[config.mk]
export PLATFORM = sky130hd
export DESIGN_NAME = lpl_sqrt
export DESIGN_NICKNAME = d
export VERILOG_FILES = /design/src/rtl/lpl_pkg.sv /design/src/rtl/lpl_sqrt.sv
export SDC_FILE = /design/constraint.sdc
export NUM_CORES = 1
export LEC_CHECK = 0
export BUFFER_PORTS_ARGS = -buffer_cell sky130_fd_sc_hd__buf_2
export CELL_PAD_IN_SITES_DETAIL_PLACEMENT = 1
export CELL_PAD_IN_SITES_GLOBAL_PLACEMENT = 2
export CORE_MARGIN = 5
export CORE_UTILIZATION = 37
export CTS_CLUSTER_DIAMETER = 40
export DETAILED_ROUTE_END_ITERATION = 12
export PLACE_DENSITY = 0.91
export REMOVE_ABC_BUFFERS = 1
export SYNTH_ARGS = -nofsm -noshare
export SYNTH_HDL_FRONTEND = slang
export SYNTH_SLANG_ARGS = --single-unit
[constraint.sdc]
create_clock -name clk -period 3.9 [get_ports clk]
set_clock_uncertainty 0.15 [all_clocks]
set_input_delay 0.78 -clock clk [delete_from_list [all_inputs] [get_ports clk]]
set_output_delay 0.78 -clock clk [all_outputs]
set_load 0.005 [all_outputs]
[src/rtl/lpl_pkg.sv]
`timescale 1ns / 1ps
// ----------------------------------------------------------------------------
// lpl_pkg
// Shared widths and codes of the lane polyline locator.
// ----------------------------------------------------------------------------
package lpl_pkg;

  localparam int unsigned COORD_W   = 24;   // signed coordinate
  localparam int unsigned MAG_W     = 25;   // magnitude of a coordinate difference
  localparam int unsigned IDX_W     = 10;   // node index field
  localparam int unsigned NODE_W    = 11;   // signed reported node
  localparam int unsigned Q_W       = 32;   // Q24.8 results
  localparam int unsigned SQ_W      = 52;   // squared distances and lengths
  localparam int unsigned T_W       = 32;   // projection parameter, Q0.32
  localparam int unsigned RAD_W     = 64;   // square root radicand
  localparam int unsigned ROOT_W    = 32;   // square root result
  localparam int unsigned MSEG_W    = 16;   // minimum segment length register
  localparam int unsigned MAX_NODES = 1024;

  localparam int unsigned IN_DATA_W  = 88;
  localparam int unsigned IN_USER_W  = 2;
  localparam int unsigned OUT_DATA_W = 80;

  localparam logic OP_VEHICLE = 1'b0;
  localparam logic OP_POINT   = 1'b1;

endpackage

[src/rtl/lpl_sqrt.sv]
`timescale 1ns / 1ps
// ----------------------------------------------------------------------------
// lpl_sqrt
// Integer square root, two radicand bits per cycle, floor result.
// ----------------------------------------------------------------------------
module lpl_sqrt (
  input  logic                       clk,
  input  logic                       rst_n,
  input  logic                       start,
  input  logic [lpl_pkg::RAD_W-1:0]  radicand,
  output logic                       done,
  output logic [lpl_pkg::ROOT_W-1:0] root
);

  localparam int unsigned CNT_W = $clog2(lpl_pkg::ROOT_W + 1);
  localparam int unsigned REM_W = lpl_pkg::ROOT_W + 4;

  logic                        busy_r, busy_nxt;
  logic                        done_r, done_nxt;
  logic [CNT_W-1:0]            cnt_r, cnt_nxt;
  logic [lpl_pkg::RAD_W-1:0]   rad_r, rad_nxt;
  logic [REM_W-1:0]            rem_r, rem_nxt;
  logic [lpl_pkg::ROOT_W-1:0]  root_r, root_nxt;
  logic [REM_W-1:0]            rem_sh;
  logic [REM_W-1:0]            trial;
  logic                        ge;

  // remainder never exceeds twice the root, so its top two bits are spare
  assign rem_sh = {rem_r[REM_W-3:0], rad_r[lpl_pkg::RAD_W-1 -: 2]};
  assign trial  = {2'b00, root_r, 2'b01};
  assign ge     = rem_sh >= trial;

  always_comb begin
    busy_nxt = busy_r;
    done_nxt = 1'b0;
    cnt_nxt  = cnt_r;
    rad_nxt  = rad_r;
    rem_nxt  = rem_r;
    root_nxt = root_r;
    if (start) begin
      busy_nxt = 1'b1;
      cnt_nxt  = CNT_W'(lpl_pkg::ROOT_W);
      rad_nxt  = radicand;
      rem_nxt  = '0;
      root_nxt = '0;
    end else if (busy_r) begin
      rad_nxt  = {rad_r[lpl_pkg::RAD_W-3:0], 2'b00};
      rem_nxt  = ge ? (rem_sh - trial) : rem_sh;
      root_nxt = {root_r[lpl_pkg::ROOT_W-2:0], ge};
      cnt_nxt  = cnt_r - CNT_W'(1);
      if (cnt_r == CNT_W'(1)) begin
        busy_nxt = 1'b0;
        done_nxt = 1'b1;
      end
    end
  end

  always_ff @(posedge clk) begin
    if (!rst_n) begin
      busy_r <= 1'b0;
      done_r <= 1'b0;
      cnt_r  <= '0;
    end else begin
      busy_r <= busy_nxt;
      done_r <= done_nxt;
      cnt_r  <= cnt_nxt;
    end
  end

  always_ff @(posedge clk) begin
    rad_r  <= rad_nxt;
    rem_r  <= rem_nxt;
    root_r <= root_nxt;
  end

  assign done = done_r;
  assign root = root_r;

endmodule

# --- Word-level counts from Yosys, hierarchy flattened ---
# Cells that the tools add are included.
classes:
  mux: 9
  bitwise: 2
  addsub: 2
  n_reduce_logical: 3
  n_eq_ne: 1
  magnitude_cmp: 1
ops:
  columns: ["op", "count"]
  rows:
  - ["64-bit two-way mux", 2]
  - ["36-bit by 34-bit >= comparator with 1-bit output", 1]
  - ["34-bit two-way mux", 1]
  - ["34-bit subtractor", 1]
  - ["6-bit two-way mux", 2]
  - ["6-bit by 1-bit equality test with 1-bit output (second input constant)", 1]
  - ["6-bit by 1-bit subtractor with 6-bit output (second input constant)", 1]
  - ["1-bit two-way mux", 4]
  - ["3-bit OR reduction", 1]
  - ["1-bit NOT", 2]
  - ["2-bit nonzero test", 1]
  - ["2-bit OR reduction", 1]
word_totals:
  regBits: 138
  wordCells: 25
  in_bits: 67
  output_inout_bits: 33

# --- Logic depth before layout (Yosys ltp) ---
# Gate-level depths: netlist of the first run.
logic_depth:
  depth_word: 4
  ltp_mapped: 13

# --- Worst setup path before layout of the first run ---
# No wires, ideal clock.
synth_path:
  kind: "input to register"
  from: "in start"
  to: "reg rad_r[0] (netlist name) (enable)"
  arrival_ns: 2.412
  stages: 3
  path_slack_ns: 0.920
  path_cell_list: "clkbuf_1 -> nor2_1 -> inv_1"
synth_via:
  elab_chain_cells: 1
synth_rtl:
  columns: ["element", "line_no", "source"]
  rows:
  - ["start: declaration", "lpl_sqrt.sv:9", "input logic start,"]
  - ["2-bit nonzero test (no source line)", null, null]
  - ["end signal: assignment", "lpl_sqrt.sv:71", "rad_r <= rad_nxt;"]
  - ["end: declaration", "lpl_sqrt.sv:21", "logic [lpl_pkg::RAD_W-1:0] rad_r, rad_nxt;"]
# No other way between the ends.
# A chain may end at the register's enable or synchronous reset.

# --- Worst setup path in the final report of the first run ---
layout_path:
  from: "reg root_r (netlist bit root[23])"
  to: "reg rem_r[20]"
layout_via:
  elab_chain_cells: 2
layout_rtl:
  columns: ["element", "line_no", "source"]
  rows:
  - ["start: declaration", "lpl_sqrt.sv:23", "logic [lpl_pkg::ROOT_W-1:0] root_r, root_nxt;"]
  - ["start signal: assignment", "lpl_sqrt.sv:73", "root_r <= root_nxt;"]
  - ["36-bit by 34-bit >= comparator with 1-bit output", "lpl_sqrt.sv:31", "assign ge = rem_sh >= trial;"]
  - ["34-bit two-way mux", "lpl_sqrt.sv:48", "rem_nxt = ge ? (rem_sh - trial) : rem_sh;"]
  - ["end signal: assignment", "lpl_sqrt.sv:72", "rem_r <= rem_nxt;"]
  - ["end: declaration", "lpl_sqrt.sv:22", "logic [REM_W-1:0] rem_r, rem_nxt;"]
# No other way between the ends.

==> results of run 1 <==
-- logic make-up (layout without fill, tap and decap cells) --
| logic type | Yosys count | after routing | share of synthesized area (%) |
|---|---|---|---|
| adder cells (fa/ha/maj) | 36 | 36 | 5.81 |
| multiplexers | 99 | 99 | 13.8 |
| AO/OA/AOI/OAI | 154 | 154 | 15.2 |
| XOR/XNOR | 28 | 28 | 3.16 |
| buffers and inverters | 94 | 196 | 4.95 |
| flip-flops | 138 | 138 | 43.9 |
| other | 0 | 1 | 0 |
| AND/OR/NAND/NOR | 224 | 224 | 13.2 |
-- registers in the layout (all words and copies together), names as in the netlist --
signal,count
root,32
busy_r,1
rad_r,64
cnt_r,6
rem_r,34
done,1
-- worst max-delay path by stage --
stage / startpoint / to / slack (ps) / depth (start not counted)
2_1_floorplan: busy_r / rad_r[0] / -860 / 2
3_3_place_gp: root[9] / rem_r[20] / 630 / 10
3_5_place_dp: root[23] / rem_r[20] / 470 / 10
4_1_cts: root[23] / rem_r[20] / 430 / 10
5_1_grt: root[23] / rem_r[13] / 180 / 10
6_report: root[23] / rem_r[20] / 470 / 10
-- cell usage after synthesis (3+ instances only) --
| library cell | n |
|---|---|
| nor2_1 | 76 |
| dfxtp_1 | 74 |
| nand2_1 | 71 |
| edfxtp_1 | 64 |
| mux2_2 | 63 |
| inv_1 | 53 |
| a21oi_1 | 42 |
| ha_1 | 36 |
| mux2i_1 | 36 |
| clkbuf_1 | 26 |
| xnor2_1 | 19 |
| a311oi_2 | 17 |
| o21ai_0 | 16 |
| nor3_1 | 14 |
| a211oi_1 | 13 |
| nand3_1 | 12 |
| nand4_1 | 11 |
| xor2_1 | 9 |
| a21o_1 | 8 |
| and3_1 | 8 |
| nand2_2 | 8 |
| buf_2 | 7 |
| o211ai_1 | 6 |
| buf_1 | 5 |
| o21a_1 | 5 |
| o31ai_1 | 5 |
| or3_1 | 5 |
| a21boi_0 | 4 |
| nor2b_1 | 4 |
| o21ai_1 | 4 |
| o221ai_1 | 4 |
| buf_6 | 3 |
| nand2b_1 | 3 |
| o22ai_1 | 3 |
-- worst max-delay path: cells and delay by family, from the launching register on --
kind,cells,cell delay [ps]
flip-flops,1,370
AND/OR/NAND/NOR,4,1210
adder cells (fa/ha/maj),1,440
buffers and inverters,2,380
AO/OA/AOI/OAI,2,510
multiplexers,1,210
-- placed cells by master (no fill, tap or decap), types with 5 or more instances in the layout --
| master | n |
|---|---|
| buf_4 | 11 |
| a211oi_1 | 13 |
| nand2_2 | 8 |
| a21oi_1 | 42 |
| nor3_1 | 14 |
| a311oi_2 | 17 |
| mux2_2 | 63 |
| nor2_1 | 76 |
| o21a_1 | 5 |
| dfxtp_1 | 73 |
| xor2_1 | 9 |
| nand2_1 | 71 |
| nand3_1 | 12 |
| nand4_1 | 11 |
| clkbuf_16 | 17 |
| mux2i_1 | 36 |
| inv_6 | 5 |
| o211ai_1 | 6 |
| a21o_1 | 8 |
| o21ai_0 | 16 |
| buf_2 | 98 |
| edfxtp_1 | 64 |
| inv_1 | 52 |
| ha_1 | 36 |
| or3_1 | 5 |
| o31ai_1 | 5 |
| and3_1 | 8 |
| xnor2_1 | 19 |
-- per-stage QoR --
step	total power (uW)	setup WS [ps]	util, %
finish	6720	470	43.8
global route	7240	179	43.8
CTS	6800	434	43.8
detailed placement	5140	469	41.0
global placement	5100	629	41.0
floorplan	4240	-856	-
-- layout make-up --
class                   instances  area, um^2
diodes                          1        2.50
clock buffers                  17         425
clock inverters                15         154
fillers                      2390       11700
inverters                      53         199
multi-input cells             541        3970
flip-flops and latches        138        3410
well taps                     275         344
repair buffers                111         613
-- power groups by stage --
stage / Sequential [uW] / Combinational, uW / Clock (uW)
floorplan: 1850 / 2390 / 0
global placement: 1880 / 3220 / 0
detailed placement: 1880 / 3260 / 0
CTS: 1850 / 3300 / 1650
global route: 1870 / 3630 / 1730
finish: 1850 / 3270 / 1610
-- per-layer routing --
layer | share of wire, % | global-route usage (%) | routed length, um | up-vias
met5 | 0 | 0 | 0 | -
met4 | 1.5 | 4.88 | 287 | 0
met3 | 6.9 | 6.69 | 1350 | 25
met2 | 47 | 26.6 | 9090 | 107
met1 | 45 | 20.6 | 8800 | 2893
li1 | - | - | - | 2974
==> flow_metrics.env, run 1 <==
export IMPL_status="complete, no violations"
export IMPL_synth_seq_cells=138
export IMPL_hold_path_depth=2
export IMPL_dr_pass1_iters=6
export IMPL_max_vdd_ir_drop_uv=432
export IMPL_final_area_mm2=0.00912
export IMPL_cap_violations=0
export IMPL_synthDistinctLibCells=63
export IMPL_final_setup_tns_ps=0
export IMPL_rsz0062_at_grt="false"
export IMPL_synthesis_area_mm2=0.00775
export IMPL_final_antenna_net_count=0
export IMPL_synth_edf_count=64
export IMPL_period_share_pct=87.9
export IMPL_switching_share_pct=41.2
export IMPL_worst_slew_pin_transition_ps=710
export IMPL_syn_instance_count=773
export IMPL_io_pins=100
export IMPL_crit_type="reg2reg"
export IMPL_hold_path_end="rem_r[33]"
export IMPL_powerDensity_mw_per_mm2=737
export IMPL_max_clock_freq_ghz=0.292
export IMPL_cts_buffers=17
export IMPL_setup_violations=0
export IMPL_cp_data_required_time_ps=4020
export IMPL_drt_iter0_drc=276
export IMPL_grt_pass1_vias=6274
export IMPL_route_detailed_drc=0
export IMPL_dieArea_mm2=0.0239
export IMPL_crit_path_top_delay_cell="or3_1"
export IMPL_leakagePower_uw=0.00368
export IMPL_seqPwrFrac_pct=27.5
export IMPL_instances_no_fill=1151
export IMPL_vias=5999
export IMPL_gr_total_overflow=0
export IMPL_area_delta_synth_final_pct=17.6
export IMPL_r2r_slack_ps=470
export IMPL_cp_max_fo=11
export IMPL_drive_above_1_share_pct=27.5
export IMPL_end_kind="flip-flop"
export IMPL_die_h_um=155
export IMPL_clk_pin_slew_worst_paths_ps=70
export IMPL_vias_per_cell=5.21
export IMPL_avgRoutedWirePerCell_um=17.0
export IMPL_clock_sinks=138
export IMPL_ys_warn_count=0
export IMPL_hpwl_um=14300
export IMPL_clockBufferDepth=2
export IMPL_antenna_found_initial=0
export IMPL_worst_ep_arrival_time_ps=3550
export IMPL_pwr_share_clk_pct=23.9
export IMPL_synth_seq_area_share_pct=43.9
export IMPL_placed_cells=1118
export IMPL_synth_top_area_share_pct=24.8
export IMPL_htree_levels=4
export IMPL_r2r_start="root[23]"
export IMPL_postCtsSetupRepairBufs=0
export IMPL_ys_async_sr_fraction_pct=0
export IMPL_slew_viol_final=0
export IMPL_grt_total_usage_pct=16.6
export IMPL_r2r_cells=10
export IMPL_post_dp_cell_area_mm2=0.00853
export IMPL_holdWs_ps=307
export IMPL_syn_avg_cell_area_um2=10.0
export IMPL_crit_chain="inv_1, ha_1, nand4_1, nor3_1, nand3_1, o211ai_1, or3_1, buf_4, mux2i_1, a211oi_1"
export IMPL_critPathMaxStageDelay_ps=450
export IMPL_max_slew_margin_rel_pct=52.7
export IMPL_synth_top_area_cell="edfxtp_1"
export IMPL_start_util_pct=37.2
export IMPL_clk_insertion_delay_late_ps=430
export IMPL_drt_total_wl_um=19500
export IMPL_synth_flop_cell="dfxtp_1"
export IMPL_globalplace_congestion=0.795
export IMPL_hp_start="rem_r[33]"
export IMPL_grt_start_max_net_pins=89
export IMPL_finalHoldViolCount=0
export IMPL_cts_tree="built"
export IMPL_fin_crit_ps=3430
export IMPL_rows=53
export IMPL_start_kind="flip-flop"
export IMPL_grt_first_pass_wirelength_um=32300
export IMPL_nets=965
export IMPL_port_buffers=99
export IMPL_root_buffer="clkbuf_16"
export IMPL_core_mm2=0.0208
export IMPL_cts_hold_buffers_added=0
export IMPL_synthTopCellsByArea="edfxtp_1, dfxtp_1, mux2_2, ha_1, mux2i_1"
export IMPL_pwr_share_comb_pct=48.6
export IMPL_power_switching_uw=2770
export IMPL_ctsResizeCount=0
export IMPL_p_int_uw=3950
export IMPL_r2r_end="rem_r[20]"
export IMPL_die_w_um=155
export IMPL_min_path_type="reg2reg"
Note: power is estimated with default switching activity, not from simulation.
==> run 2: changes to the inputs <==
Settings changed: CORE_ASPECT_RATIO set to 1.1.
==> run 2 against run 1 <==
  * Register-to-register slack improved by 210 ps
  * Critical path depth unchanged
  * Combinational power about the same
  * Non-clock buffer count increased by 1
  * Fmax increased by 6.6%
  * Global-route usage increased by 0.088 points
  * Utilization increased by 0.28 points
  * Wire length decreased by 0.21%
  * Largest cell class unchanged
  * Highest routed layer is now met5
==> flow_metrics.env, run 2 (synthesis gave the netlist of run 1 again) <==
export IMPL_start_kind="flip-flop"
export IMPL_cp_num_cells=10
export IMPL_crit_path_top_delay_cell="a2111oi_0"
export IMPL_port_buffers=99
export IMPL_fillers=2305
export IMPL_crit_type="reg2reg"
export IMPL_largest_reg_flops=64
export IMPL_start_util_pct=37.7
export IMPL_final_common_cell="buf_2"
export IMPL_cp_max_fo=6
export IMPL_rows=55
export IMPL_worst_slew_pin_transition_ps=878
export IMPL_rsz0062_at_grt="false"
export IMPL_slew_viol_final=0
export IMPL_io_pins=100
export IMPL_avgRoutedWirePerCell_um=17.2
export IMPL_total_power_uw=6690
export IMPL_route_detailed_drc=0
export IMPL_final_area_mm2=0.00907
export IMPL_clock_sinks=138
export IMPL_grt_pass1_vias=6388
export IMPL_finalHoldViolCount=0
export IMPL_vias_per_cell=5.34
export IMPL_min_path_type="reg2reg"
export IMPL_grt_start_max_net_pins=74
export IMPL_die_h_um=162
export IMPL_gr_total_overflow=0
export IMPL_cp_top_family="compound AO/OA/AOI/OAI gates"
export IMPL_r2r_cells=10
export IMPL_clk_insertion_delay_late_ps=440
export IMPL_htree_levels=4
export IMPL_utilization_pct=44.1
export IMPL_pwr_share_clk_pct=23.3
export IMPL_p_int_uw=3950
export IMPL_cp_data_required_time_ps=4070
export IMPL_end_kind="flip-flop"
export IMPL_cts_hold_buffers_added=0
export IMPL_max_vdd_ir_drop_uv=427
export IMPL_drt_total_wl_um=19500
export IMPL_area_delta_synth_final_pct=16.9
export IMPL_leakagePower_uw=0.00366
export IMPL_root_buffer="clkbuf_16"
export IMPL_setup_violations=0
export IMPL_seqPwrFrac_pct=27.7
export IMPL_hold_path_depth=2
export IMPL_grt_total_usage_pct=16.7
export IMPL_final_antenna_net_count=0
export IMPL_max_flop_register="rad_r"
export IMPL_nets=966
export IMPL_post_dp_cell_area_mm2=0.00851
export IMPL_cts_tree="built"
export IMPL_dr_pass1_iters=4
export IMPL_cap_violations=0
export IMPL_instances_no_fill=1135
export IMPL_max_clock_freq_ghz=0.311
export IMPL_fin_crit_ps=3220
export IMPL_critPathMaxStageDelay_ps=480
export IMPL_die_w_um=148
export IMPL_crit_chain="inv_1, ha_1, a211oi_1, o21ai_1, a221oi_2, a2111oi_1, o41ai_2, nand2_1, a2111oi_0, o31ai_1"
export IMPL_path_buf_inv=1
export IMPL_core_mm2=0.0206
export IMPL_dieArea_mm2=0.0240
export IMPL_drt_iter0_drc=258
export IMPL_pwr_share_comb_pct=49.1
export IMPL_switching_share_pct=41.0
export IMPL_globalplace_congestion=0.820
export IMPL_clockBufferDepth=2
export IMPL_ctsResizeCount=0
export IMPL_cts_buffers=17
export IMPL_grt_first_pass_wirelength_um=32400
export IMPL_powerDensity_mw_per_mm2=738
export IMPL_hpwl_um=14200
export IMPL_layout_cells_most_common_list="buf_2, nor2_1, dfxtp_1"
export IMPL_drive_above_1_share_pct=27.4
export IMPL_power_switching_uw=2740
export IMPL_placed_cells=1100
export IMPL_antenna_found_initial=3
export IMPL_max_slew_margin_rel_pct=41.5
export IMPL_clk_pin_slew_worst_paths_ps=60
export IMPL_status="complete, no violations"
export IMPL_postCtsSetupRepairBufs=0
export IMPL_vias=6061
export IMPL_worst_ep_arrival_time_ps=3380
export IMPL_holdWs_ps=306
export IMPL_period_share_pct=82.5
run 2: cell types whose count changed in the layout (fill, tap and decap cells not counted), sizes merged:
cell | before | now
buf | 111 | 112
clkbuf | 17 | 19
clkinv | 4 | 6
clkinvlp | 1 | 3
diode | 1 | 3
inv | 62 | 56
run 2: cell type report:
class	instances	area [um^2]	share of cell area (%)
multi-input cells	541	3970	43.8
flip-flops and latches	138	3410	37.6
repair buffers	112	608	6.71
clock buffers	19	433	4.78
well taps	256	320	3.53
inverters	53	199	2.19
clock inverters	13	120	1.32
diodes	3	7.51	0.0828
run 2: routing by layer:
layer  vias to the layer above  track usage, %  wire length [um]
li1                       2982               -                 -
met1                      2943            19.6              8410
met2                       110            28.3              9410
met3                        22            6.81              1380
met4                         4            4.49               248
met5                         -               0                32
run 2: power groups by stage:
stage / Sequential, uW / Combinational [uW] / Clock, uW
final: 1850 / 3280 / 1560
after global routing: 1870 / 3650 / 1670
after CTS: 1850 / 3310 / 1600
after detailed placement: 1880 / 3280 / 0
after global placement: 1870 / 3230 / 0
after floorplan: 1850 / 2390 / 0
run 2: final timing paths:
path	startpoint	to	slack [ps]
min	rem_r[33]	rem_r[33]	310
min reg2reg	rem_r[33]	rem_r[33]	310
max reg2reg	root[6]	rem_r[31]	680
max	root[6]	rem_r[31]	680
run 2: stage by stage:
step | setup WS, ps | setup TNS [ps]
after floorplan | -856 | -56230
after global placement | 703 | 0
after detailed placement | 658 | 0
after CTS | 652 | 0
after global routing | 395 | 0
final | 682 | 0
run 2: worst min-delay path: cells and delay by family, from the launching register on:
family          cells  cell delay [ps]
flops               1              330
simple gates        1               50
compound gates      1               50
