### src/rtl/lpl_pkg.sv
`timescale 1ns / 1ps
// ----------------------------------------------------------------------------
// lpl_pkg
// Shared widths and codes of the lane polyline locator.
// ----------------------------------------------------------------------------
package lpl_pkg;

  localparam int unsigned COORD_W   = 24;   // signed coordinate
  localparam int unsigned MAG_W     = 25;   // magnitude of a coordinate difference
  localparam int unsigned IDX_W     = 10;   // node index field
  localparam int unsigned NODE_W    = 11;   // signed reported node
  localparam int unsigned Q_W       = 32;   // Q24.8 results
  localparam int unsigned SQ_W      = 52;   // squared distances and lengths
  localparam int unsigned T_W       = 32;   // projection parameter, Q0.32
  localparam int unsigned RAD_W     = 64;   // square root radicand
  localparam int unsigned ROOT_W    = 32;   // square root result
  localparam int unsigned MSEG_W    = 16;   // minimum segment length register
  localparam int unsigned MAX_NODES = 1024;

  localparam int unsigned IN_DATA_W  = 88;
  localparam int unsigned IN_USER_W  = 2;
  localparam int unsigned OUT_DATA_W = 80;

  localparam logic OP_VEHICLE = 1'b0;
  localparam logic OP_POINT   = 1'b1;

endpackage

### src/rtl/lpl_div.sv
`timescale 1ns / 1ps
// ----------------------------------------------------------------------------
// lpl_div
// Restoring divider, one quotient bit per cycle, for dividend < divisor.
// ----------------------------------------------------------------------------
module lpl_div (
  input  logic                       clk,
  input  logic                       rst_n,
  input  logic                       start,
  input  logic [lpl_pkg::SQ_W-1:0]   dividend,
  input  logic [lpl_pkg::SQ_W-1:0]   divisor,
  output logic                       done,
  output logic [lpl_pkg::T_W-1:0]    quotient
);

  localparam int unsigned CNT_W = $clog2(lpl_pkg::T_W + 1);

  logic                       busy_r, busy_nxt;
  logic                       done_r, done_nxt;
  logic [CNT_W-1:0]           cnt_r, cnt_nxt;
  logic [lpl_pkg::SQ_W:0]     rem_r, rem_nxt;
  logic [lpl_pkg::SQ_W-1:0]   dvs_r, dvs_nxt;
  logic [lpl_pkg::T_W-1:0]    quo_r, quo_nxt;
  logic [lpl_pkg::SQ_W:0]     rem_sh;
  logic                       ge;

  assign rem_sh = {rem_r[lpl_pkg::SQ_W-1:0], 1'b0};
  assign ge     = rem_sh >= {1'b0, dvs_r};

  always_comb begin
    busy_nxt = busy_r;
    done_nxt = 1'b0;
    cnt_nxt  = cnt_r;
    rem_nxt  = rem_r;
    dvs_nxt  = dvs_r;
    quo_nxt  = quo_r;
    if (start) begin
      busy_nxt = 1'b1;
      cnt_nxt  = CNT_W'(lpl_pkg::T_W);
      rem_nxt  = {1'b0, dividend};
      dvs_nxt  = divisor;
      quo_nxt  = '0;
    end else if (busy_r) begin
      rem_nxt = ge ? (rem_sh - {1'b0, dvs_r}) : rem_sh;
      quo_nxt = {quo_r[lpl_pkg::T_W-2:0], ge};
      cnt_nxt = cnt_r - CNT_W'(1);
      if (cnt_r == CNT_W'(1)) begin
        busy_nxt = 1'b0;
        done_nxt = 1'b1;
      end
    end
  end

  always_ff @(posedge clk) begin
    if (!rst_n) begin
      busy_r <= 1'b0;
      done_r <= 1'b0;
      cnt_r  <= '0;
    end else begin
      busy_r <= busy_nxt;
      done_r <= done_nxt;
      cnt_r  <= cnt_nxt;
    end
  end

  always_ff @(posedge clk) begin
    rem_r <= rem_nxt;
    dvs_r <= dvs_nxt;
    quo_r <= quo_nxt;
  end

  assign done     = done_r;
  assign quotient = quo_r;

endmodule

### config.mk
export PLATFORM = sky130hd
export DESIGN_NAME = lpl_div
export DESIGN_NICKNAME = d
export VERILOG_FILES = /design/src/rtl/lpl_pkg.sv /design/src/rtl/lpl_div.sv
export SDC_FILE = /design/constraint.sdc
export NUM_CORES = 1
export LEC_CHECK = 0
export ABC_CLOCK_PERIOD_IN_PS = 3200
export BUFFER_PORTS_ARGS = -buffer_cell sky130_fd_sc_hd__clkbuf_2
export CAP_MARGIN = 20
export CORE_MARGIN = 2
export CORE_UTILIZATION = 54
export CTS_BUF_LIST = sky130_fd_sc_hd__clkbuf_4 sky130_fd_sc_hd__clkbuf_8
export DETAILED_ROUTE_END_ITERATION = 12
export PLACE_DENSITY = 0.91
export RECOVER_POWER = 100
export SYNTH_ARGS = -nofsm -noshare
export SYNTH_HDL_FRONTEND = slang
export SYNTH_SLANG_ARGS = --single-unit
### constraint.sdc
create_clock -name clk -period 3.2 [get_ports clk]
set_input_delay 0.32 -clock clk [delete_from_list [all_inputs] [get_ports clk]]
set_output_delay 0.32 -clock clk [all_outputs]
set_load 0.005 [all_outputs]
# Word level (Yosys, flattened, before mapping)
# Cells that the tools add are included.
dict set report op_classes {
  n_addsub 2
  magnitude_cmp 1
  n_eq_ne 1
  mux 9
  bitwise_logic 2
  n_reduce_logical 3
}
# operator n
set op_table {}
lappend op_table {{52-bit 2-to-1 mux} 3}
lappend op_table {{53-bit by 52-bit >= comparator with 1-bit output} 1}
lappend op_table {{52-bit subtractor} 1}
lappend op_table {{6-bit 2-to-1 mux} 2}
lappend op_table {{6-bit by 1-bit == test with 1-bit output, second input constant} 1}
lappend op_table {{6-bit by 1-bit subtractor with 6-bit output, second input constant} 1}
lappend op_table {{1-bit 2-to-1 mux} 4}
lappend op_table {{3-bit OR reduction} 1}
lappend op_table {{1-bit inverter} 2}
lappend op_table {{2-bit nonzero test} 1}
lappend op_table {{2-bit OR reduction} 1}
dict set report word_totals {
  reg_bits 144
  inputBits 107
  output_inout_bits 33
  wordCells 25
}

# Logic depth before layout (Yosys ltp)
# Gate-level depths: netlist of run 1.
dict set report logic_depth {
  ltp_word 4
  ltp_mapped 15
  ltp_nobuf 12
}

# Least setup slack after synthesis of run 1
# OpenSTA, ideal clock, no wires.
dict set report synth_path {
  path_type {register -> register}
  startpoint {register rem_r[13] in the netlist's numbering}
  endpoint {register rem_r[39] in the netlist's numbering (data pin)}
  t_arrival_ps 2746
  required_time_ps 2940
  path_slack_ps 194
  stages_incl_launch_ff 14
  n_path_buf 3
  path_cell_list {edfxtp_1 -> ha_1 -> buf_6 -> a21oi_2 -> o21ai_1 -> or3_1 -> a211o_1 -> a22oi_2 -> o21ai_2 -> a21oi_4 -> buf_6 -> buf_6 -> o21ai_1 -> mux2_2}
}
dict set report synth_between {
  elab_chain_cells 4
}
# item line
set synth_lines {}
lappend synth_lines {{start: declaration} lpl_div.sv:21} ;# logic [lpl_pkg::SQ_W:0] rem_r, rem_nxt;
lappend synth_lines {{start signal: assignment} lpl_div.sv:67} ;# rem_r <= rem_nxt;
lappend synth_lines {{52-bit subtractor / 53-bit by 52-bit >= comparator with 1-bit output (equally long branches)} {lpl_div.sv:44, lpl_div.sv:28}}
lappend synth_lines {{52-bit 2-to-1 mux (*)} lpl_div.sv:44} ;# rem_nxt = ge ? (rem_sh - {1'b0, dvs_r}) : rem_sh;
lappend synth_lines {{52-bit 2-to-1 mux (*)} lpl_div.sv:43} ;# end else if (busy_r) begin
lappend synth_lines {{52-bit 2-to-1 mux (*)} lpl_div.sv:37} ;# if (start) begin
lappend synth_lines {{via rem_nxt (one bit)} lpl_div.sv:21}
# Mark *: on every way through the listed nets, which the timed path passes. The rest lies on a longest branch. The select of a mux whose other input is x is not followed.
# A chain may end at the register's enable or synchronous reset.

# Final worst setup path of run 1
dict set report layout_path {
  startpoint {register dvs_r[1] in the netlist's numbering}
  endpoint {register rem_r[36] in the netlist's numbering (data pin)}
}
dict set report layout_between {
  elab_chain_cells 4
}
# item line
set layout_lines {}
lappend layout_lines {{start: declaration} lpl_div.sv:22} ;# logic [lpl_pkg::SQ_W-1:0] dvs_r, dvs_nxt;
lappend layout_lines {{start signal: assignment} lpl_div.sv:68} ;# dvs_r <= dvs_nxt;
lappend layout_lines {{52-bit subtractor / 53-bit by 52-bit >= comparator with 1-bit output (equally long branches)} {lpl_div.sv:44, lpl_div.sv:28}}
lappend layout_lines {{52-bit 2-to-1 mux (*)} lpl_div.sv:44}
lappend layout_lines {{52-bit 2-to-1 mux (*)} lpl_div.sv:43}
lappend layout_lines {{52-bit 2-to-1 mux (*)} lpl_div.sv:37}
lappend layout_lines {{via rem_nxt (one bit)} lpl_div.sv:21}
# Marks and branches as above.

==> results.sh, run 1 <==
export IMPL_cts_tree="yes"
export IMPL_internal_power_mw=5.22
export IMPL_fin_skew_ns=0.0205
export IMPL_post_synth_top_count_cell="edfxtp_1"
export IMPL_port_buffers=139
export IMPL_synth_cell_area_sq_um=8930
export IMPL_hpwl_microns=16400
export IMPL_clock_sink_count=144
export IMPL_gp_congestion=0.938
export IMPL_fin_crit_sh=1.02
export IMPL_post_route_cells_drive_above_1_share=0.263
export IMPL_crit_path_start_kind="flop"
export IMPL_avgSynthCellArea_sq_um=9.54
export IMPL_layout_setup_ws_ns=-0.0788
export IMPL_finalNetCount=1298
export IMPL_ys_seq_area_frac=0.439
export IMPL_rsz0062_at_grt="yes"
export IMPL_cts_buffers=17
export IMPL_endpoint_kind="flop"
export IMPL_drtIter0Drc=723
export IMPL_holdWs_ns=0.0151
export IMPL_ant_nets=0
export IMPL_synth_nets=1098
export IMPL_num_vias=8170
export IMPL_cap_viol_max_count=1
export IMPL_slew_headroom=-0.265
export IMPL_clk_latency_ns=0.47
export IMPL_postSynthCellCount=936
export IMPL_synth_area_leaders="edfxtp_1 (35%), dfxtp_1 (9.0%), ha_1 (7.6%)"
export IMPL_synth_largest_area_cell="edfxtp_1"
export IMPL_root_buffer="clkbuf_8"
export IMPL_sw_frac_of_total=0.395
export IMPL_grt_start_max_net_pins=73
export IMPL_outcome="finished with violations"
export IMPL_final_hold_viol_count=0
export IMPL_p_sw_mw=3.42
export IMPL_via_per_inst=5.97
export IMPL_setup_viol=17
export IMPL_gr_total_overflow=0
export IMPL_path_max_fanout=3
export IMPL_fmax_ghz=0.305
export IMPL_antenna_found_initial=0
export IMPL_synth_cell_types=62
export IMPL_synth_edff_count=104
export IMPL_multiInputGateArea_sq_um=4870
export IMPL_drt_wl_total_microns=25400
export IMPL_nFillCells=1178
export IMPL_p_leak_nw=4.85
export IMPL_ys_warn_count=0
export IMPL_synthTopCellsByCount="edfxtp_1 (104), nor2_1 (93), nand2_1 (92)"
export IMPL_synthToLayoutAreaGrowth_pct=24.9
export IMPL_wl_per_cell_microns=18.6
export IMPL_first_pass_iters=5
export IMPL_clock_power_share=0.186
export IMPL_start_util=0.546
export IMPL_grt_pass1_vias=7714
export IMPL_dp_cells=1306
export IMPL_grt_use_total=0.253
export IMPL_required_ns=3.42
export IMPL_htree_levels=4
export IMPL_vdd_drop_max_v=0.000386
export IMPL_min_path_type="primary input to flop"
export IMPL_p_per_area_nw_per_um2=774
export IMPL_clockBufferDepth=2
export IMPL_die_area_sq_um=17600
export IMPL_die_x_microns=133
export IMPL_violations="max-capacitance violations, max-slew violations, negative setup slack"
export IMPL_final_util=0.682
export IMPL_ys_async_sr_fraction=0
export IMPL_synth_top_area_share=0.350
export IMPL_crit_type="flop to flop"
export IMPL_io_pins=140
export IMPL_clkTransAtPathRegs_ns=0.10
export IMPL_core_area_sq_um=16300
export IMPL_ys_ff_latch=144
export IMPL_min_period_ns=3.28
export IMPL_p_seq_frac=0.297
export IMPL_grt_pass1_wl_microns=36000
export IMPL_drcViolationCount=0
export IMPL_seqCellArea_sq_um=3930
export IMPL_row_count=47
export IMPL_diodes=0
export IMPL_worst_pin_slew_ns=1.90
export IMPL_combinationalPowerShare=0.516
export IMPL_ys_flop_type="edfxtp_1"
export IMPL_die_height_microns=133
export IMPL_stdcell_count=1369
export IMPL_cp_arrival_ns=3.50
export IMPL_drv_slew=32
cell type report:
class / instances / share of cell area
clock inverter: 13 / 0.0157
tap: 220 / 0.0247
inverter: 78 / 0.0262
multi-input combinational: 677 / 0.437
sequential: 144 / 0.352
timing repair buffer: 218 / 0.122
clock buffer: 19 / 0.0229
per-stage QoR:
step                cell area (sq um)  TNS, ns  total power, mW  setup slack, ns
global route                    11200    -2.78             9.06           -0.175
detailed placement              10100   -0.617             6.29          -0.0814
CTS                             10700        0             7.96          0.00650
floorplan                        8930        0             5.26            0.194
global placement                10100        0             6.15           0.0253
finish                          11200   -0.702             8.64          -0.0788
repair_timing:
action                                  CTS  global route
pin swaps                                 4            27
endpoints found under the hold margin     0             1
gates resized for setup                  10            69
hold buffers                              0             1
gates cloned                              0             3
endpoints found under the setup margin   17            50
setup buffers                             9            18
power by group through the flow:
| stage | combinational (mW) | sequential, mW | clock (mW) |
|---|---|---|---|
| after global placement | 3.59 | 2.55 | 0 |
| after floorplan | 2.75 | 2.51 | 0 |
| after detailed placement | 3.72 | 2.57 | 0 |
| after CTS | 3.81 | 2.54 | 1.61 |
| final | 4.46 | 2.57 | 1.61 |
| after global routing | 4.77 | 2.59 | 1.69 |
sequential cells by signal, summed over array words and instances, names as in the netlist:
| register | cells |
|---|---|
| dvs_r | 52 |
| rem_r | 52 |
| quotient | 32 |
| cnt_r | 6 |
| busy_r | 1 |
| done | 1 |
critical path, stage by stage, from the launching register on:
cell	delay [ns]
edfxtp_1	0.43
buf_6	0.14
fa_2	0.34
and2b_2	0.27
o2111ai_4	0.17
a21oi_2	0.24
o21ai_2	0.11
a21oi_2	0.26
a31oi_2	0.14
o31ai_2	0.21
buf_4	0.18
a21oi_2	0.06
xnor2_1	0.13
a221o_1	0.34
path summary, 6_finish.rpt:
check	end	depth (start not counted)	slack (ns)	from
worst min register to register	cnt_r[0]$_SDFFE_PP0P_	2	0.51	cnt_r[0]$_SDFFE_PP0P_
worst max-delay path	rem_r[36]$_DFFE_PP_	13	-0.08	dvs_r[1]$_DFFE_PP_
worst max register to register	rem_r[36]$_DFFE_PP_	13	-0.08	dvs_r[1]$_DFFE_PP_
worst min-delay path	dvs_r[32]$_DFFE_PP_	1	0.02	divisor[32]
cells by family after synthesis:
kind of cell | count (synthesis) | share of synthesized area
AND/OR/NAND/NOR | 259 | 0.130
multiplexers | 51 | 0.0597
buffers and inverters | 115 | 0.0543
adder cells (fa/ha/maj) | 55 | 0.0779
XOR/XNOR | 51 | 0.0500
AO/OA/AOI/OAI | 261 | 0.189
flip-flops | 144 | 0.439
routing by layer:
layer / routed length [microns] / vias to the layer above / global-route usage
met1: 9860 / 3785 / 0.315
met2: 12100 / 502 / 0.416
li1: - / 3776 / -
met3: 2340 / 107 / 0.0690
met5: 0 / - / 0
met4: 1090 / 0 / 0.105
cells in the final DEF (no fill, tap or decap), types with 16 or more instances in the layout:
master      n
xnor2_1    32
buf_4      64
o21a_1     16
inv_1      74
o21ai_0    37
ha_1       41
mux2_2     16
clkbuf_8   18
a21o_1     31
a21oi_1    74
mux2i_1    33
nand2_1    90
clkbuf_1   27
edfxtp_1  104
xor2_1     19
nor2_1     91
clkbuf_2  116
dfxtp_1    39
No activity file was read; power rests on OpenSTA's default activity.
==> run 2: changes to the inputs <==
CORE_ASPECT_RATIO = 1.75   (was default)
==> run 2 against run 1 <==
Compared with the run above:
- the flow finishes with violations (negative setup slack)
- global-route usage up 2.7 points
- highest routed layer unchanged
- sequential power about the same
- critical path depth decreased by 1
- clock power about the same
- count of clock-buffer cells in the layout is 1 lower
- routed wire length grew 14%
- design area is 5.8% higher
- setup slack worse by 0.26 ns
- power grew 6.1%
- worst hold slack lost 0.00092 ns
- register-to-register slack lost 0.26 ns
- flip-flop and latch count did not move
==> results.sh, run 2 (synthesis gave the netlist of run 1 again) <==
export IMPL_outcome="finished with violations"
export IMPL_violations="negative setup slack"
export IMPL_required_ns=3.44
export IMPL_fmax_ghz=0.283
export IMPL_start_util=0.548
export IMPL_p_per_area_nw_per_um2=777
export IMPL_io_pins=140
export IMPL_p_leak_nw=5.17
export IMPL_reg2regPathDepth=12
export IMPL_final_hold_viol_count=0
export IMPL_fin_skew_ns=0.0212
export IMPL_nFillCells=1038
export IMPL_wl_per_cell_microns=21.0
export IMPL_drtIter0Drc=829
export IMPL_endpoint_kind="flop"
export IMPL_layout_common_cells="clkbuf_2 (137), edfxtp_1 (104), nand2_1 (89), nor2_1 (87), inv_1 (74)"
export IMPL_grt_pass1_wl_microns=38400
export IMPL_setup_viol=39
export IMPL_dr_wl_met2_microns=15100
export IMPL_die_height_microns=174
export IMPL_min_path_cells=1
export IMPL_dp_cells=1284
export IMPL_cp_arrival_ns=3.78
export IMPL_hpwl_microns=17300
export IMPL_total_power_mw=9.17
export IMPL_die_area_sq_um=17600
export IMPL_clkTransAtPathRegs_ns=0.10
export IMPL_grt_use_total=0.280
export IMPL_cts_buffers=17
export IMPL_post_route_cells_drive_above_1_share=0.299
export IMPL_crit_path_start_kind="flop"
export IMPL_rsz0062_at_grt="yes"
export IMPL_core_area_sq_um=16300
export IMPL_clock_sink_count=144
export IMPL_via_per_inst=6.23
export IMPL_drv_slew=0
export IMPL_clockBufferDepth=2
export IMPL_gr_total_overflow=0
export IMPL_finalNetCount=1340
export IMPL_min_path_type="primary input to flop"
export IMPL_worst_pin_slew_ns=0.496
export IMPL_min_period_ns=3.54
export IMPL_drt_wl_total_microns=29000
export IMPL_path_max_fanout=4
export IMPL_top_layer_used="met4"
export IMPL_clk_latency_ns=0.49
export IMPL_crit_type="flop to flop"
export IMPL_diodes=0
export IMPL_gp_congestion=0.984
export IMPL_antenna_found_initial=0
export IMPL_cap_viol_max_count=0
export IMPL_layout_setup_ws_ns=-0.337
export IMPL_root_buffer="clkbuf_8"
export IMPL_stdcell_count=1383
export IMPL_slew_headroom=0.666
export IMPL_final_util=0.725
export IMPL_die_x_microns=101
export IMPL_dpl_worst_slack_ns=-0.239
export IMPL_fin_crit_sh=1.11
export IMPL_drcViolationCount=0
export IMPL_drt_met1_wl_microns=9760
export IMPL_cts_tree="yes"
export IMPL_ant_nets=0
export IMPL_port_buffers=139
export IMPL_first_pass_iters=5
export IMPL_wl_met3_microns=2090
export IMPL_setup_tns_ns=-3.67
export IMPL_row_count=62
export IMPL_num_vias=8623
export IMPL_synthToLayoutAreaGrowth_pct=32.2
export IMPL_grt_start_max_net_pins=44
export IMPL_layout_commonest_cell="clkbuf_2"
export IMPL_vdd_drop_max_v=0.000387
export IMPL_grt_pass1_vias=8367
export IMPL_htree_levels=4
[run 2: changes by cell type in the layout (fill, tap and decap cells not counted), sizes merged]
cell,before,now
clkbuf,165,158
clkinv,4,5
inv,84,83
clkinvlp,0,1
buf,71,79
dlygate4sd3,1,41
[run 2: final cells by class]
| cell class | instances | area (sq um) | share of cell area |
|---|---|---|---|
| Clock inverter | 14 | 179 | 0.0152 |
| Sequential cell | 144 | 3930 | 0.332 |
| Inverter | 78 | 293 | 0.0248 |
| Tap cell | 192 | 240 | 0.0203 |
| Clock buffer | 18 | 241 | 0.0205 |
| Timing Repair Buffer | 260 | 1840 | 0.155 |
| Multi-Input combinational cell | 677 | 5090 | 0.431 |
[run 2: metrics by stage]
step / instance area, sq um / hold slack (ns)
floorplan: 8930 / 0.419
global placement: 10100 / 0.476
detailed placement: 10100 / 0.495
CTS: 11100 / 0.000669
global route: 11800 / -0.00600
finish: 11800 / 0.0142
[run 2: routing by layer]
layer | track usage | up-vias
li1 | - | 3854
met1 | 0.272 | 4033
met2 | 0.511 | 555
met3 | 0.0571 | 181
met4 | 0.189 | 0
met5 | 0 | -
[run 2: path summary, 6_finish.rpt]
kind / startpoint / slack [ns] / to
worst max register to register: rem_r[5]$_DFFE_PP_ / -0.34 / rem_r[50]$_DFFE_PP_
worst max-delay path: rem_r[5]$_DFFE_PP_ / -0.34 / rem_r[50]$_DFFE_PP_
worst min register to register: cnt_r[0]$_SDFFE_PP0P_ / 0.51 / cnt_r[0]$_SDFFE_PP0P_
worst min-delay path: divisor[23] / 0.01 / dvs_r[23]$_DFFE_PP_
[run 2: report_power, final]
group          total, mW  switching [mW]  leakage [nW]  internal, mW
Sequential          2.60           0.222          1.36          2.38
Combinational       4.97            2.73          3.60          2.24
Clock               1.60           0.804         0.214         0.793
Total               9.17            3.76          5.17          5.41
[run 2: repair_timing]
item | CTS | global route
buffers inserted | 1 | 25
endpoints found under the setup margin | 42 | 50
endpoints found under the hold margin | 39 | 2
hold buffers | 39 | 2
gates cloned | 1 | 2
pin swaps | 4 | 34
resized for setup | 25 | 104
[run 2: critical path: stages (launching register included)]
cell and delay (ns):
edfxtp_1 0.46, ha_4 0.32, buf_4 0.14, nand4_1 0.35, nor4_1 0.45, a21boi_1 0.22, nand3b_1 0.20, o211ai_1 0.19
nand3_1 0.21, nand4_1 0.12, a21oi_1 0.20, nor4bb_1 0.34, nor3b_1 0.10
==> run 3: changes to the inputs <==
BUFFER_PORTS_ARGS = default   (was -buffer_cell sky130_fd_sc_hd__clkbuf_2)
CORE_ASPECT_RATIO = default   (was 1.75)
CORE_UTILIZATION = 55   (was 54)
DONT_BUFFER_PORTS = 1   (was default)
PLACE_DENSITY = 0.84   (was 0.91)
==> run 3 against run 2 <==
Compared with the run above:
- the flow finishes with violations (max-capacitance violations, max-slew violations, negative setup slack)
- register-to-register slack better by 0.33 ns
- design area is 7.4% lower
- global-route usage is 1.4 points lower
- first-iteration DRC count is 1.3% lower
- critical path type unchanged
- non-clock buffer count is 134 lower
- largest power group unchanged
- critical endpoint is now rem_r[46]$_DFFE_PP_
- fmax is 10% higher
- sequential power is 2% lower
==> results.sh, run 3 (synthesis gave the netlist of run 1 again) <==
export IMPL_setup_viol=1
export IMPL_min_path_cells=1
export IMPL_placed_area_sq_um=9450
export IMPL_cp_arrival_ns=3.43
export IMPL_reg2reg_from="rem_r[15]$_DFFE_PP_"
export IMPL_io_pins=140
export IMPL_min_delay_start="dividend[41]"
export IMPL_start_util=0.562
export IMPL_worst_pin_slew_ns=1.94
export IMPL_gr_total_overflow=0
export IMPL_internal_power_mw=5.03
export IMPL_final_area_sq_um=10900
export IMPL_die_area_sq_um=17300
export IMPL_reg2regPathDepth=11
export IMPL_root_buffer="clkbuf_8"
export IMPL_final_hold_viol_count=0
export IMPL_rrSetupSlack_ns=-0.005
export IMPL_min_period_ns=3.21
export IMPL_port_buffers=0
export IMPL_post_route_cells_drive_above_1_share=0.164
export IMPL_stdcell_count=1277
export IMPL_required_ns=3.43
export IMPL_violations="max-capacitance violations, max-slew violations, negative setup slack"
export IMPL_gp_congestion=0.921
export IMPL_drcViolationCount=0
export IMPL_use_met1=0.337
export IMPL_die_height_microns=131
export IMPL_clock_power_share=0.183
export IMPL_layout_setup_ws_ns=-0.00543
export IMPL_path_max_fanout=4
export IMPL_p_seq_frac=0.303
export IMPL_grt_pass1_wl_microns=37000
export IMPL_layout_commonest_cell="edfxtp_1"
export IMPL_layout_common_cells="edfxtp_1 (104), nand2_1 (91), nor2_1 (91), inv_1 (77), a21oi_1 (74)"
export IMPL_cts_tree="yes"
export IMPL_crit_type="flop to flop"
export IMPL_min_path_type="primary input to flop"
export IMPL_r2r_end="rem_r[46]$_DFFE_PP_"
export IMPL_fin_crit_sh=1.00
export IMPL_p_per_area_nw_per_um2=768
export IMPL_synthToLayoutAreaGrowth_pct=22.4
export IMPL_drt_wl_total_microns=23700
export IMPL_combinationalPowerShare=0.514
export IMPL_p_sw_mw=3.38
export IMPL_cts_buffers=17
export IMPL_global_route_peak_usage_layer="met2"
export IMPL_slew_headroom=-0.292
export IMPL_grt_util_met3=0.0725
export IMPL_num_vias=7616
export IMPL_outcome="finished with violations"
export IMPL_dp_cells=1170
export IMPL_holdPathEnd="rem_r[41]$_DFFE_PP_"
export IMPL_fin_skew_ns=0.0197
export IMPL_antenna_found_initial=2
export IMPL_grt_use_total=0.265
export IMPL_fmax_ghz=0.312
export IMPL_crit_path_start_kind="flop"
export IMPL_via_per_inst=5.96
export IMPL_wl_per_cell_microns=18.6
export IMPL_hpwl_microns=14900
export IMPL_die_x_microns=131
export IMPL_finalNetCount=1207
export IMPL_p_leak_nw=4.53
export IMPL_dpl_worst_slack_ns=-0.145
export IMPL_grt_start_max_net_pins=85
export IMPL_clock_sink_count=144
export IMPL_sw_frac_of_total=0.402
export IMPL_vdd_drop_max_v=0.000501
export IMPL_ant_nets=0
export IMPL_nFillCells=1165
export IMPL_holdWs_ns=0.0347
export IMPL_row_count=46
export IMPL_clockBufferDepth=2
export IMPL_clk_latency_ns=0.48
export IMPL_core_area_sq_um=15900
export IMPL_first_pass_iters=5
export IMPL_grt_use_met2=0.441
export IMPL_drtIter0Drc=818
export IMPL_grt_pass1_vias=7449
export IMPL_endpoint_kind="flop"
export IMPL_clkTransAtPathRegs_ns=0.10
export IMPL_drv_slew=85
export IMPL_rsz0062_at_grt="yes"
export IMPL_cap_viol_max_count=1
export IMPL_htree_levels=4
run 3: cell count changes in the layout (fill, tap and decap cells not counted), moves of 5 or more:
cell	before	now
ha_2	7	1
mux2_2	11	18
o21ai_0	33	39
clkbuf_2	137	3
mux2_4	7	0
o21ai_2	8	3
buf_4	69	59
ha_1	33	47
ha_4	14	6
dlygate4sd3_1	41	55
run 3: how the worst max path moves through the flow:
stage	from	to	slack, ns	cells past startpoint
floorplan	rem_r[13]$_DFFE_PP_	rem_r[39]$_DFFE_PP_	0.19	13
global placement	rem_r[19]$_DFFE_PP_	rem_r[49]$_DFFE_PP_	-0.05	11
detailed placement	rem_r[19]$_DFFE_PP_	rem_r[30]$_DFFE_PP_	-0.14	11
CTS	rem_r[13]$_DFFE_PP_	rem_r[13]$_DFFE_PP_	0.006	13
global route	rem_r[6]$_DFFE_PP_	rem_r[50]$_DFFE_PP_	-0.15	12
finish	rem_r[15]$_DFFE_PP_	rem_r[46]$_DFFE_PP_	-0.005	11
run 3: power by group through the flow:
stage	sequential, mW	combinational (mW)	clock [mW]
floorplan	2.51	2.75	0
CTS	2.53	3.98	1.56
global placement	2.55	3.55	0
detailed placement	2.56	3.63	0
global route	2.58	4.68	1.62
finish	2.55	4.32	1.54
run 3: critical path: stages (launching register included):
cell	delay (ns)
edfxtp_1	0.45
ha_4	0.33
buf_4	0.12
nand2_1	0.18
nor4_2	0.37
a21boi_0	0.26
nand3b_1	0.19
o211ai_1	0.18
nand3_1	0.20
a41oi_1	0.18
xnor2_1	0.17
a221o_1	0.32
run 3: layout make-up:
type	instances	area, sq um	area share
inverter	78	293	0.0268
clock inverter	15	185	0.0169
clock buffer	17	234	0.0214
multi-input combinational	678	4830	0.441
timing repair buffer	126	1190	0.109
antenna	3	7.51	0.000686
sequential	144	3920	0.359
tap	216	270	0.0247
run 3: per-stage QoR:
step	utilization	power [mW]	TNS [ns]
after CTS	0.674	8.07	0
after global routing	0.688	8.88	-0.822
after floorplan	-	5.26	0
after global placement	0.595	6.10	-0.507
after detailed placement	0.595	6.19	-3.51
final	0.688	8.40	-0.00543
run 3: routing by layer:
layer  vias up  share of wire
li1       3601              -
met1      3562           0.41
met2       385           0.47
met3        68          0.085
met4         0          0.031
met5         -              0
run 3: what timing repair did:
action                                  4_1_cts  5_1_grt
endpoints found under the setup margin       43       50
hold buffers                                 56        0
pin swaps                                    15       17
gates resized for setup                      20       41
cloned                                        4        0
setup buffers                                 4        8
endpoints found under the hold margin       139        0
